**config.mk**
```make
export PLATFORM = sky130hd
export DESIGN_NAME = periodic_lattice_neighbor_index
export DESIGN_NICKNAME = d
export VERILOG_FILES = /design/src/rtl/plni_pkg.sv /design/src/rtl/plni_cfg.sv /design/src/rtl/plni_ctrl.sv /design/src/rtl/plni_dp.sv /design/src/rtl/periodic_lattice_neighbor_index.sv
export VERILOG_INCLUDE_DIRS = /design/src /design/src/rtl
export SDC_FILE = /design/constraint.sdc
export NUM_CORES = 2
export LEC_CHECK = 0
export ABC_AREA = 0
export CAP_MARGIN = 15
export CORE_ASPECT_RATIO = 1.25
export CORE_MARGIN = 1.5
export CORE_UTILIZATION = 35
export DETAILED_ROUTE_END_ITERATION = 8
export DONT_BUFFER_PORTS = 1
export PLACE_DENSITY = 0.59
export SLEW_MARGIN = 15
export SYNTH_ARGS = -nofsm -noshare
export SYNTH_HDL_FRONTEND = slang
export SYNTH_SLANG_ARGS = --single-unit
```
**constraint.sdc**
```tcl
create_clock -name i_clk -period 13.7 [get_ports i_clk]
set_input_delay 0.685 -clock i_clk [delete_from_list [all_inputs] [get_ports i_clk]]
set_output_delay 0.685 -clock i_clk [all_outputs]
set_load 0.02 [all_outputs]
```
**src/rtl/assert_macros.svh**
```systemverilog
// Assertion helpers shared by the control and datapath modules.
`ifndef ASSERT_MACROS_SVH
`define ASSERT_MACROS_SVH

// Checked on every rising edge out of reset.
`define ASSERT_CLK(label, prop, msg) \
    label: assert property (@(posedge i_clk) disable iff (!i_rst_n) prop) else $error(msg);

// Implication form: cond |-> prop.
`define ASSERT_IMP(label, cond, prop, msg) \
    `ASSERT_CLK(label, (cond) |-> (prop), msg)

`endif

```
**src/rtl/plni_pkg.sv**
```systemverilog
package plni_pkg;

    localparam int SITE_W     = 32;
    localparam int SIDE_W     = 9;
    localparam int DIM_W      = 3;
    localparam int DIR_W      = 2;
    localparam int VOL_W      = 34;
    localparam int CFG_IDX_W  = 1;
    localparam int DIV_BITS   = 4;
    localparam int DIV_CYCLES = SITE_W / DIV_BITS;
    localparam int CNT_W      = $clog2(DIV_CYCLES);

    localparam logic [VOL_W-1:0]  VOL_CAP  = 34'h2_0000_0000;
    localparam logic [SIDE_W-1:0] SIDE_RST = 9'd16;
    localparam logic [DIM_W-1:0]  DIMS_RST = 3'd3;

    localparam logic [CFG_IDX_W-1:0] REG_SIDE = 1'b0;
    localparam logic [CFG_IDX_W-1:0] REG_DIMS = 1'b1;

    typedef enum logic [2:0] {
        ST_IDLE,
        ST_VOL,
        ST_CHK,
        ST_DIV,
        ST_LOAD,
        ST_EMIT
    } t_state;

    typedef struct packed {
        logic [SIDE_W-1:0] side;
        logic [DIM_W-1:0]  dims;
    } t_cfg;

    typedef struct packed {
        logic             load_site;
        logic             vol_step;
        logic             div_clr;
        logic             div_step;
        logic             load_out;
        logic             load_err;
        logic             last;
        logic [DIR_W-1:0] dir;
    } t_cmd;

    typedef struct packed {
        logic site_err;
    } t_stat;

endpackage

```
**src/rtl/plni_cfg.sv**
```systemverilog
module plni_cfg import plni_pkg::*; #(
    parameter int MAX_DIM  = 4,
    parameter int MAX_SIDE = 256
) (
    input  logic                 i_clk,
    input  logic                 i_rst_n,
    input  logic                 i_cfg_we,
    input  logic [CFG_IDX_W-1:0] i_cfg_idx,
    input  logic [SIDE_W-1:0]    i_cfg_data,
    output t_cfg                 o_cfg
);

    logic [SIDE_W-1:0] r_side;
    logic [DIM_W-1:0]  r_dims;

    always_ff @(posedge i_clk) begin
        if (!i_rst_n) begin
            r_side <= SIDE_RST;
            r_dims <= DIMS_RST;
        end else if (i_cfg_we) begin
            unique case (i_cfg_idx)
                REG_SIDE: r_side <= i_cfg_data;
                REG_DIMS: r_dims <= i_cfg_data[DIM_W-1:0];
                default:  ;
            endcase
        end
    end

    // zero acts as one, oversize values clamp to the build limits
    always_comb begin
        o_cfg.side = r_side;
        if (r_side == '0) begin
            o_cfg.side = SIDE_W'(1);
        end else if (32'(r_side) > 32'(MAX_SIDE)) begin
            o_cfg.side = SIDE_W'(MAX_SIDE);
        end
        o_cfg.dims = r_dims;
        if (r_dims == '0) begin
            o_cfg.dims = DIM_W'(1);
        end else if (32'(r_dims) > 32'(MAX_DIM)) begin
            o_cfg.dims = DIM_W'(MAX_DIM);
        end
    end

endmodule

```
**src/rtl/plni_ctrl.sv**
```systemverilog
module plni_ctrl import plni_pkg::*; (
    input  logic  i_clk,
    input  logic  i_rst_n,
    input  t_cfg  i_cfg,
    input  logic  i_in_valid,
    output logic  o_in_ready,
    output logic  o_out_valid,
    input  logic  i_out_ready,
    input  t_stat i_stat,
    output t_cmd  o_cmd
);

`include "assert_macros.svh"

    t_state             r_state, n_state;
    logic [DIM_W-1:0]   r_dim, n_dim;
    logic [CNT_W-1:0]   r_cnt, n_cnt;
    logic               r_fin, n_fin;
    logic               dim_last;

    assign dim_last = (r_dim == i_cfg.dims - DIM_W'(1));

    always_ff @(posedge i_clk) begin
        if (!i_rst_n) begin
            r_state <= ST_IDLE;
            r_dim   <= '0;
            r_cnt   <= '0;
            r_fin   <= 1'b0;
        end else begin
            r_state <= n_state;
            r_dim   <= n_dim;
            r_cnt   <= n_cnt;
            r_fin   <= n_fin;
        end
    end

    always_comb begin
        n_state     = r_state;
        n_dim       = r_dim;
        n_cnt       = r_cnt;
        n_fin       = r_fin;
        o_cmd       = '0;
        o_in_ready  = 1'b0;
        o_out_valid = 1'b0;
        unique case (r_state)
            ST_IDLE: begin
                o_in_ready = 1'b1;
                if (i_in_valid) begin
                    o_cmd.load_site = 1'b1;
                    n_dim           = '0;
                    n_state         = ST_VOL;
                end
            end
            ST_VOL: begin
                o_cmd.vol_step = 1'b1;
                if (dim_last) begin
                    n_dim   = '0;
                    n_state = ST_CHK;
                end else begin
                    n_dim = r_dim + DIM_W'(1);
                end
            end
            ST_CHK: begin
                if (i_stat.site_err) begin
                    o_cmd.load_err = 1'b1;
                    n_fin          = 1'b1;
                    n_state        = ST_EMIT;
                end else begin
                    o_cmd.div_clr = 1'b1;
                    n_cnt         = '0;
                    n_state       = ST_DIV;
                end
            end
            ST_DIV: begin
                o_cmd.div_step = 1'b1;
                n_cnt          = r_cnt + CNT_W'(1);
                if (r_cnt == CNT_W'(DIV_CYCLES - 1)) begin
                    n_state = ST_LOAD;
                end
            end
            ST_LOAD: begin
                o_cmd.load_out = 1'b1;
                o_cmd.last     = dim_last;
                o_cmd.dir      = r_dim[DIR_W-1:0];
                n_fin          = dim_last;
                n_state        = ST_EMIT;
            end
            ST_EMIT: begin
                o_out_valid = 1'b1;
                if (i_out_ready) begin
                    if (r_fin) begin
                        n_state = ST_IDLE;
                    end else begin
                        o_cmd.div_clr = 1'b1;
                        n_dim         = r_dim + DIM_W'(1);
                        n_cnt         = '0;
                        n_state       = ST_DIV;
                    end
                end
            end
            default: n_state = ST_IDLE;
        endcase
    end

    `ASSERT_CLK(a_in_out_excl, !(o_in_ready && o_out_valid), "input and output open together")
    `ASSERT_IMP(a_dim_range, r_state == ST_DIV, r_dim < i_cfg.dims, "direction past dimension count")
    `ASSERT_IMP(a_emit_after_work, $rose(o_out_valid),
        $past(r_state) == ST_LOAD || $past(r_state) == ST_CHK, "result without load")

endmodule

```
**src/rtl/plni_dp.sv**
```systemverilog
module plni_dp import plni_pkg::*; (
    input  logic              i_clk,
    input  logic              i_rst_n,
    input  t_cfg              i_cfg,
    input  t_cmd              i_cmd,
    input  logic [SITE_W-1:0] i_site,
    output t_stat             o_stat,
    output logic [DIR_W-1:0]  o_direction,
    output logic [SITE_W-1:0] o_forward_neighbor,
    output logic [SITE_W-1:0] o_backward_neighbor,
    output logic              o_last,
    output logic              o_site_error
);

`include "assert_macros.svh"

    logic [SITE_W-1:0] r_site;
    logic [SITE_W-1:0] r_quo;
    logic [SIDE_W-1:0] r_rem;
    logic [VOL_W-1:0]  r_vol;
    logic [SITE_W-1:0] r_stride;
    logic [SITE_W-1:0] r_prod;
    logic [DIR_W-1:0]  r_dir;
    logic [SITE_W-1:0] r_fwd;
    logic [SITE_W-1:0] r_bwd;
    logic              r_last;
    logic              r_err;

    logic [VOL_W+SIDE_W-1:0]  vol_mul;
    logic [VOL_W-1:0]         n_vol;
    logic [SITE_W+SIDE_W-1:0] prod_mul;
    logic [SITE_W-1:0]        n_quo;
    logic [SIDE_W-1:0]        n_rem;
    logic [SIDE_W:0]          rem_w;
    logic                     wrap_fwd;
    logic                     wrap_bwd;
    logic [SITE_W-1:0]        fwd;
    logic [SITE_W-1:0]        bwd;

    // running volume, saturated above any 32-bit index
    assign vol_mul = (VOL_W+SIDE_W)'(r_vol) * (VOL_W+SIDE_W)'(i_cfg.side);
    assign n_vol   = (vol_mul > (VOL_W+SIDE_W)'(VOL_CAP)) ? VOL_CAP : vol_mul[VOL_W-1:0];

    assign o_stat.site_err = ((VOL_W)'(r_site) >= r_vol);

    // (L-1)*stride: distance of a wrap along the current direction
    assign prod_mul = (SITE_W+SIDE_W)'(i_cfg.side - SIDE_W'(1)) *
                      (SITE_W+SIDE_W)'(r_stride);

    // restoring division, DIV_BITS quotient bits per cycle
    always_comb begin
        n_quo = r_quo;
        rem_w = {1'b0, r_rem};
        for (int k = 0; k < DIV_BITS; k++) begin
            rem_w = {rem_w[SIDE_W-1:0], n_quo[SITE_W-1]};
            n_quo = {n_quo[SITE_W-2:0], 1'b0};
            if (rem_w >= {1'b0, i_cfg.side}) begin
                rem_w    = rem_w - {1'b0, i_cfg.side};
                n_quo[0] = 1'b1;
            end
        end
        n_rem = rem_w[SIDE_W-1:0];
    end

    // r_rem is the coordinate once the division is done
    assign wrap_fwd = ({1'b0, r_rem} + (SIDE_W+1)'(1) >= {1'b0, i_cfg.side});
    assign wrap_bwd = (r_rem == '0);
    assign fwd      = wrap_fwd ? r_site - r_prod : r_site + r_stride;
    assign bwd      = wrap_bwd ? r_site + r_prod : r_site - r_stride;

    always_ff @(posedge i_clk) begin
        if (!i_rst_n) begin
            r_rem <= '0;
        end else if (i_cmd.div_clr) begin
            r_rem <= '0;
        end else if (i_cmd.div_step) begin
            r_rem <= n_rem;
        end
    end

    always_ff @(posedge i_clk) begin
        if (i_cmd.load_site) begin
            r_site   <= i_site;
            r_quo    <= i_site;
            r_vol    <= VOL_W'(1);
            r_stride <= SITE_W'(1);
        end else begin
            if (i_cmd.vol_step) begin
                r_vol <= n_vol;
            end
            if (i_cmd.div_step) begin
                r_quo  <= n_quo;
                r_prod <= prod_mul[SITE_W-1:0];
            end
            if (i_cmd.load_out) begin
                r_stride <= r_stride + r_prod;
            end
        end
        if (i_cmd.load_out) begin
            r_dir  <= i_cmd.dir;
            r_fwd  <= fwd;
            r_bwd  <= bwd;
            r_last <= i_cmd.last;
            r_err  <= 1'b0;
        end else if (i_cmd.load_err) begin
            r_dir  <= '0;
            r_fwd  <= '0;
            r_bwd  <= '0;
            r_last <= 1'b1;
            r_err  <= 1'b1;
        end
    end

    assign o_direction         = r_dir;
    assign o_forward_neighbor  = r_fwd;
    assign o_backward_neighbor = r_bwd;
    assign o_last              = r_last;
    assign o_site_error        = r_err;

    `ASSERT_IMP(a_rem_below_side, i_cmd.div_step, r_rem < i_cfg.side, "remainder not below side")

endmodule

```
**src/rtl/periodic_lattice_neighbor_index.sv**
```systemverilog
// Nearest-neighbor index generator for a periodic hypercubic lattice.
// Configuration: i_cfg_we writes i_cfg_data to register i_cfg_idx
// (0 = side L, 1 = dimension count D) with no wait; write only while idle.
// Input channel i_valid/o_ready carries one site index per word.
// Output channel o_valid/i_ready carries D words per site, direction 0
// first, with forward and backward neighbor indices; o_last marks the
// final word. A site at or beyond L^D yields one word with o_site_error
// and o_last set and zero neighbors.
// One site is handled at a time: a new site is taken only once the last
// word of the previous one has been taken. The cost is set by the volume
// product over the dimensions and the shared radix-16 divider for each
// dimension, plus a load and an output step per direction.
// A result stays on the outputs until taken; a stalled receiver holds the
// block in place. Reset sets L = 16, D = 3 and returns to idle.
module periodic_lattice_neighbor_index import plni_pkg::*; #(
    parameter int MAX_DIM  = 4,
    parameter int MAX_SIDE = 256
) (
    input  logic                 i_clk,
    input  logic                 i_rst_n,
    input  logic                 i_cfg_we,
    input  logic [CFG_IDX_W-1:0] i_cfg_idx,
    input  logic [SIDE_W-1:0]    i_cfg_data,
    input  logic                 i_valid,
    output logic                 o_ready,
    input  logic [SITE_W-1:0]    i_site,
    output logic                 o_valid,
    input  logic                 i_ready,
    output logic [DIR_W-1:0]     o_direction,
    output logic [SITE_W-1:0]    o_forward_neighbor,
    output logic [SITE_W-1:0]    o_backward_neighbor,
    output logic                 o_last,
    output logic                 o_site_error
);

    t_cfg  cfg;
    t_cmd  cmd;
    t_stat stat;

    plni_cfg #(
        .MAX_DIM  (MAX_DIM),
        .MAX_SIDE (MAX_SIDE)
    ) u_cfg (
        .i_clk      (i_clk),
        .i_rst_n    (i_rst_n),
        .i_cfg_we   (i_cfg_we),
        .i_cfg_idx  (i_cfg_idx),
        .i_cfg_data (i_cfg_data),
        .o_cfg      (cfg)
    );

    plni_ctrl u_ctrl (
        .i_clk       (i_clk),
        .i_rst_n     (i_rst_n),
        .i_cfg       (cfg),
        .i_in_valid  (i_valid),
        .o_in_ready  (o_ready),
        .o_out_valid (o_valid),
        .i_out_ready (i_ready),
        .i_stat      (stat),
        .o_cmd       (cmd)
    );

    plni_dp u_dp (
        .i_clk               (i_clk),
        .i_rst_n             (i_rst_n),
        .i_cfg               (cfg),
        .i_cmd               (cmd),
        .i_site              (i_site),
        .o_stat              (stat),
        .o_direction         (o_direction),
        .o_forward_neighbor  (o_forward_neighbor),
        .o_backward_neighbor (o_backward_neighbor),
        .o_last              (o_last),
        .o_site_error        (o_site_error)
    );

endmodule

```
Word level (Yosys, flattened, before mapping)
Cells that the tools add are included.
{"block": "totals", "wordCells": 132, "ramBits": 0, "latch_bits": 0, "n_memories": 0, "rom_bits": 0, "output_inout_bits": 70, "input_bits": 47, "register_bits": 261}
{"block": "op_classes", "n_addsub": 14, "reduce_logical": 17, "n_lt_le_gt_ge": 9, "n_div": 0, "bitwise": 3, "mux": 56, "n_mul": 2, "n_eq_ne": 14, "n_shift": 0}
{"op": "two-way mux 32 bit", "n": 7}
{"op": "adder 32 bit", "n": 3}
{"op": "subtractor 32 bit", "n": 2}
{"op": "two-way mux 9 bit", "n": 6}
{"op": "greater-or-equal comparator 10 x 9 -> 1 bit", "n": 5}
{"op": "two-way mux 3 bit", "n": 15}
{"op": "> comparator 43 x 34 -> 1 bit (second input constant)", "n": 1}
{"op": "multiplier 34 x 9 -> 43 bit", "n": 1}
{"op": "multiplier 41 x 32 -> 32 bit", "n": 1}
{"op": "subtractor 9 bit", "n": 4}
{"op": "greater-or-equal comparator 32 x 34 -> 1 bit", "n": 1}
{"op": "two-way mux 34 bit", "n": 1}
{"op": "two-way mux 1 bit", "n": 19}
{"op": "zero test 9 bit", "n": 2}
{"op": "one-hot mux 3 bit (3 select lines)", "n": 2}
{"op": "one-hot mux 3 bit (6 select lines)", "n": 1}
{"op": "AND reduction 4 bit", "n": 3}
{"op": "adder 9 x 1 -> 10 bit (second input constant)", "n": 1}
{"op": "!= test 2 bit (second input constant)", "n": 5}
{"op": "subtractor 9 x 1 -> 10 bit (second input constant)", "n": 1}
{"op": "equality test 3 bit (second input constant)", "n": 3}
{"op": "> comparator 9 bit (second input constant)", "n": 1}
{"op": "AND reduction 2 bit", "n": 4}
{"op": "adder 3 x 1 -> 3 bit (second input constant)", "n": 2}
{"op": "13 further kinds", "n": 24}

Longest topological paths before layout
{"block": "depth", "word_depth": 13, "depth_mapped": 47}

By module
From an unflattened synthesis, not the netlist that was laid out.
{"block": "unflattened", "hier_cells": 3856, "hier_area_um2": 35127.4}
{"mod": "plni_dp", "n_inst": 1, "area_per_inst_um2": 33866.2, "cells_per_inst": 3699}
{"mod": "plni_ctrl", "n_inst": 1, "area_per_inst_um2": 693.2, "cells_per_inst": 87}
{"mod": "plni_cfg", "n_inst": 1, "area_per_inst_um2": 568.0, "cells_per_inst": 70}

Worst setup path after synthesis
No wires, ideal clock.
{"block": "synth_timing", "path_type": "reg2reg", "start": "register u_cfg.r_side[1]", "end": "register u_dp.r_rem[7]", "path_buffers": 3, "setup_time_ns": 0.117, "synth_period_minus_slack_ns": 9.911, "path_stages_with_launch": 45, "arrival_ns": 9.794, "setup_slack_ns": 3.789, "path_cell_list": "dfxtp_1 -> or4_1 -> o21a_1 -> inv_1 -> clkbuf_1 -> buf_1 -> ha_1 -> fa_1 -> nor2b_1 -> o21ai_2 -> a21oi_1 -> o31ai_2 -> nand2_1 -> nor2_1 -> a21oi_1 -> fa_1 -> a21oi_1 -> nor2_1 -> [9 not listed] -> a21oi_1 -> o21bai_1 -> a21oi_1 -> o21ai_0 -> o21bai_1 -> a221o_1 -> a21oi_4 -> mux2_2 -> ha_1 -> nor2b_1 -> o21ai_0 -> nand2b_1 -> a221oi_1 -> o21ai_0 -> a211oi_1 -> mux2i_4 -> mux2_4 -> a22o_1"}
{"block": "synth_between", "elab_chain_len": 11, "elab_cells_between_ends": 16}
{"item": "start, declared", "line_no": "plni_cfg.sv:13", "text": "logic [SIDE_W-1:0] r_side;"}
{"item": "start signal, assigned", "line_no": "plni_cfg.sv:22", "text": "REG_SIDE: r_side <= i_cfg_data;"}
{"item": "> comparator 9 bit", "line_no": "plni_cfg.sv:34", "text": "end else if (32'(r_side) > 32'(MAX_SIDE)) begin"}
{"item": "two-way mux 9 bit", "line_no": "plni_cfg.sv:34"}
{"item": "two-way mux 9 bit *", "line_no": "plni_cfg.sv:32", "text": "if (r_side == '0) begin"}
{"item": "subtractor 9 bit or greater-or-equal comparator 10 x 9 -> 1 bit (tied branches)", "line_no": "plni_dp.sv:58, plni_dp.sv:57"}
{"item": "two-way mux 9 bit", "line_no": "plni_dp.sv:57", "text": "if (rem_w >= {1'b0, i_cfg.side}) begin"}
{"item": "subtractor 9 bit or greater-or-equal comparator 10 x 9 -> 1 bit (tied branches)", "line_no": "plni_dp.sv:58, plni_dp.sv:57"}
{"item": "two-way mux 9 bit", "line_no": "plni_dp.sv:57"}
{"item": "subtractor 9 bit or greater-or-equal comparator 10 x 9 -> 1 bit (tied branches)", "line_no": "plni_dp.sv:58, plni_dp.sv:57"}
{"item": "two-way mux 9 bit", "line_no": "plni_dp.sv:57"}
{"item": "subtractor 9 bit or greater-or-equal comparator 10 x 9 -> 1 bit (tied branches)", "line_no": "plni_dp.sv:58, plni_dp.sv:57"}
{"item": "two-way mux 9 bit *", "line_no": "plni_dp.sv:57"}
{"item": "end signal, assigned", "line_no": "plni_dp.sv:77", "text": "r_rem <= n_rem;"}
{"item": "end, declared", "line_no": "plni_dp.sv:19", "text": "logic [SIDE_W-1:0] r_rem;"}
Every way passes the cells marked *; elsewhere a longest branch is shown, timed or not.
A chain may end at the register's enable or synchronous reset.

Worst setup path in the final report
{"block": "layout_timing", "start": "register u_cfg.r_side[8]", "end": "register u_dp.r_rem[7]"}
Same word-level chain as after synthesis.

==> flow_summary.yaml <==
cts:
  path_clk_slew_ps: 70
  ctsHoldBuffers: 0
  clock_sinks: 261
  cts_buffers: 30
  cts_max_level: 1
  post_cts_resized: 0
  clkLatencyLatePin_ps: 650
  cts_tree: "done"
  post-cts-setup-buffer-count: 0
  cts_root_buffer: "clkbuf_16"
  clockBufferDepth: 3
global_route:
  grt_usage: 0.215
  grt_pass1_wl_um: 183000
  grt_antenna_before_repair: 2
  grt_max_degree: 59
  overflow: 0
  first_global_vias: 29900
worst_setup_path:
  cpMostUsedCell: "a21oi_1"
  arrival_ps: 11420
  required_ps: 14240
  cp.buffers_inverters: 3
  worstSetupStartpointType: "register"
  crit_path_top_delay_cell: "or4_1"
  regToRegSetupSlack_ps: 2820
  path_delay_family: "compound AO/OA/AOI/OAI gates"
  worstSetupEndpointType: "register"
  crit_fanout: 34
  cpPeakStageDelay_ps: 530
  critPathKind: "reg2reg"
route:
  wire_per_inst_um: 20.9
  postRouteAntennaNets: 0
  vias_per_cell: 5.19
  initialDrtViolationCount: 1858
  routed_wl_um: 119000
  firstDrtPassIters: 6
  drc: 0
  via_count: 29500
floorplanning:
  die_y_um: 372
  pin_count: 117
  dieArea_um2: 111000
  die_w_um: 298
  rows: 135
  start_util: 0.352
  core_area_um2: 108000
layout:
  drive_gt1_frac: 0.0415
  fillers: 10900
  final_util: 0.377
  nNetsFinal: 5154
  regArea_um2: 6860
  final_common_cell: "nand2_1"
  final_cell_mix: "675 x nand2_1, 646 x inv_1, 523 x fa_1"
  area.growth.synth_to_final_pct: 7.08
  multi_input_area_um2: 28500
logic_synthesis:
  synth_ff_type: "edfxtp_1"
  syn_area_um2: 38200
  synthCells: 4284
  avgSynthCellArea_um2: 8.91
  async_flop_share: 0
  synth_cell_types: 84
  synth_seq_cells: 261
  ys_warn_count: 0
  synth_edf_count: 163
  seq_area_frac_synth: 0.180
placed_design:
  portBuffers: 0
  place.gp.congestion: 0.921
  post-dp-hpwl_um: 94000
timing:
  rsz0062_at_grt: "no"
  worst_pin_slew_ps: 1040
  slew_headroom: 0.296
  fin_setup_tns_ps: 0
  finalMaxSlewViolations: 0
  hold_viol_final: 0
  timing.final.crit_share: 0.794
  fin_skew_ps: 43.7
  setup_viol: 0
  fmax_mhz: 91.9
  finalCriticalPeriod_ps: 10880
flow_run:
  max-cap-violations: 0
worst_hold_path:
  hp-class: "in2reg"
status:
  status: "completed"
==> registers in the layout, summed over array words and instances (netlist names), 9 cells and up <==
name / count
u_dp.r_stride: 32
u_cfg.r_side: 9
u_dp.r_rem: 9
u_dp.o_forward_neighbor: 32
u_dp.r_vol: 34
u_dp.o_backward_neighbor: 32
u_dp.r_quo: 32
u_dp.r_prod: 32
u_dp.r_site: 32
==> cell families (layout without fill, tap and decap cells) <==
| family | after synthesis | count (layout) | synth area share |
|---|---|---|---|
| xor gates and xnor gates | 221 | 221 | 0.0507 |
| DFF | 261 | 261 | 0.180 |
| and+or+nand+nor | 1354 | 1354 | 0.162 |
| adders and majority gates | 887 | 887 | 0.394 |
| AOI/OAI and AO/OA | 638 | 638 | 0.106 |
| muxes | 91 | 91 | 0.0258 |
| buffers and inverters | 830 | 741 | 0.0818 |
| other | 2 | 54 | 0.000197 |
==> worst paths after layout <==
check                  start              end  cells past startpoint
min reg2reg  u_cfg.r_side[5]  u_cfg.r_side[5]                      2
min                  i_rst_n  u_cfg.r_dims[1]                      1
max          u_cfg.r_side[8]    u_dp.r_rem[7]                     42
max reg2reg  u_cfg.r_side[8]    u_dp.r_rem[7]                     42
==> stage by stage <==
step | worst slack (ps) | cell area, µm² | instances | hold slack (ps)
after global placement | 2990 | 39900 | 5626 | 457
after global routing | 2140 | 40800 | 5682 | 93.9
after detailed placement | 2860 | 39900 | 5626 | 458
final | 2820 | 40900 | 5685 | 109
after CTS | 2850 | 40800 | 5682 | 71.2
after floorplan | 3790 | 38300 | 4333 | 423
==> metal layers <==
metal / GRT usage / wire (µm)
met1: 0.265 / 48100
met2: 0.379 / 58600
met3: 0.0180 / 5460
met4: 0.104 / 6350
met5: 0 / 9
==> synthesized netlist by cell type, types with 59 or more instances <==
| master | count | area share |
|---|---|---|
| fa_1 | 523 | 0.27 |
| a21o_1 | 76 | 0.015 |
| a21oi_1 | 215 | 0.028 |
| dfxtp_1 | 98 | 0.051 |
| nand2_1 | 677 | 0.067 |
| xnor2_1 | 150 | 0.034 |
| inv_1 | 646 | 0.064 |
| ha_1 | 364 | 0.12 |
| nor3_1 | 59 | 0.0077 |
| clkbuf_1 | 158 | 0.016 |
| o21ai_0 | 126 | 0.017 |
| and2_1 | 115 | 0.019 |
| nor2_1 | 214 | 0.021 |
| xor2_1 | 71 | 0.016 |
| edfxtp_1 | 163 | 0.13 |
==> cell type report <==
cell class | instances | area share
timing repair buffer | 35 | 0.00643
sequential | 261 | 0.168
inverter | 650 | 0.0597
multi-input combinational | 3242 | 0.698
antenna | 3 | 0.000184
clock inverter | 22 | 0.00475
clock buffer | 34 | 0.0193
tap | 1438 | 0.0440
Power is left out: the tool's default activity adds up to more than one toggle a clock period on the data nets, which glitch-free logic cannot reach.
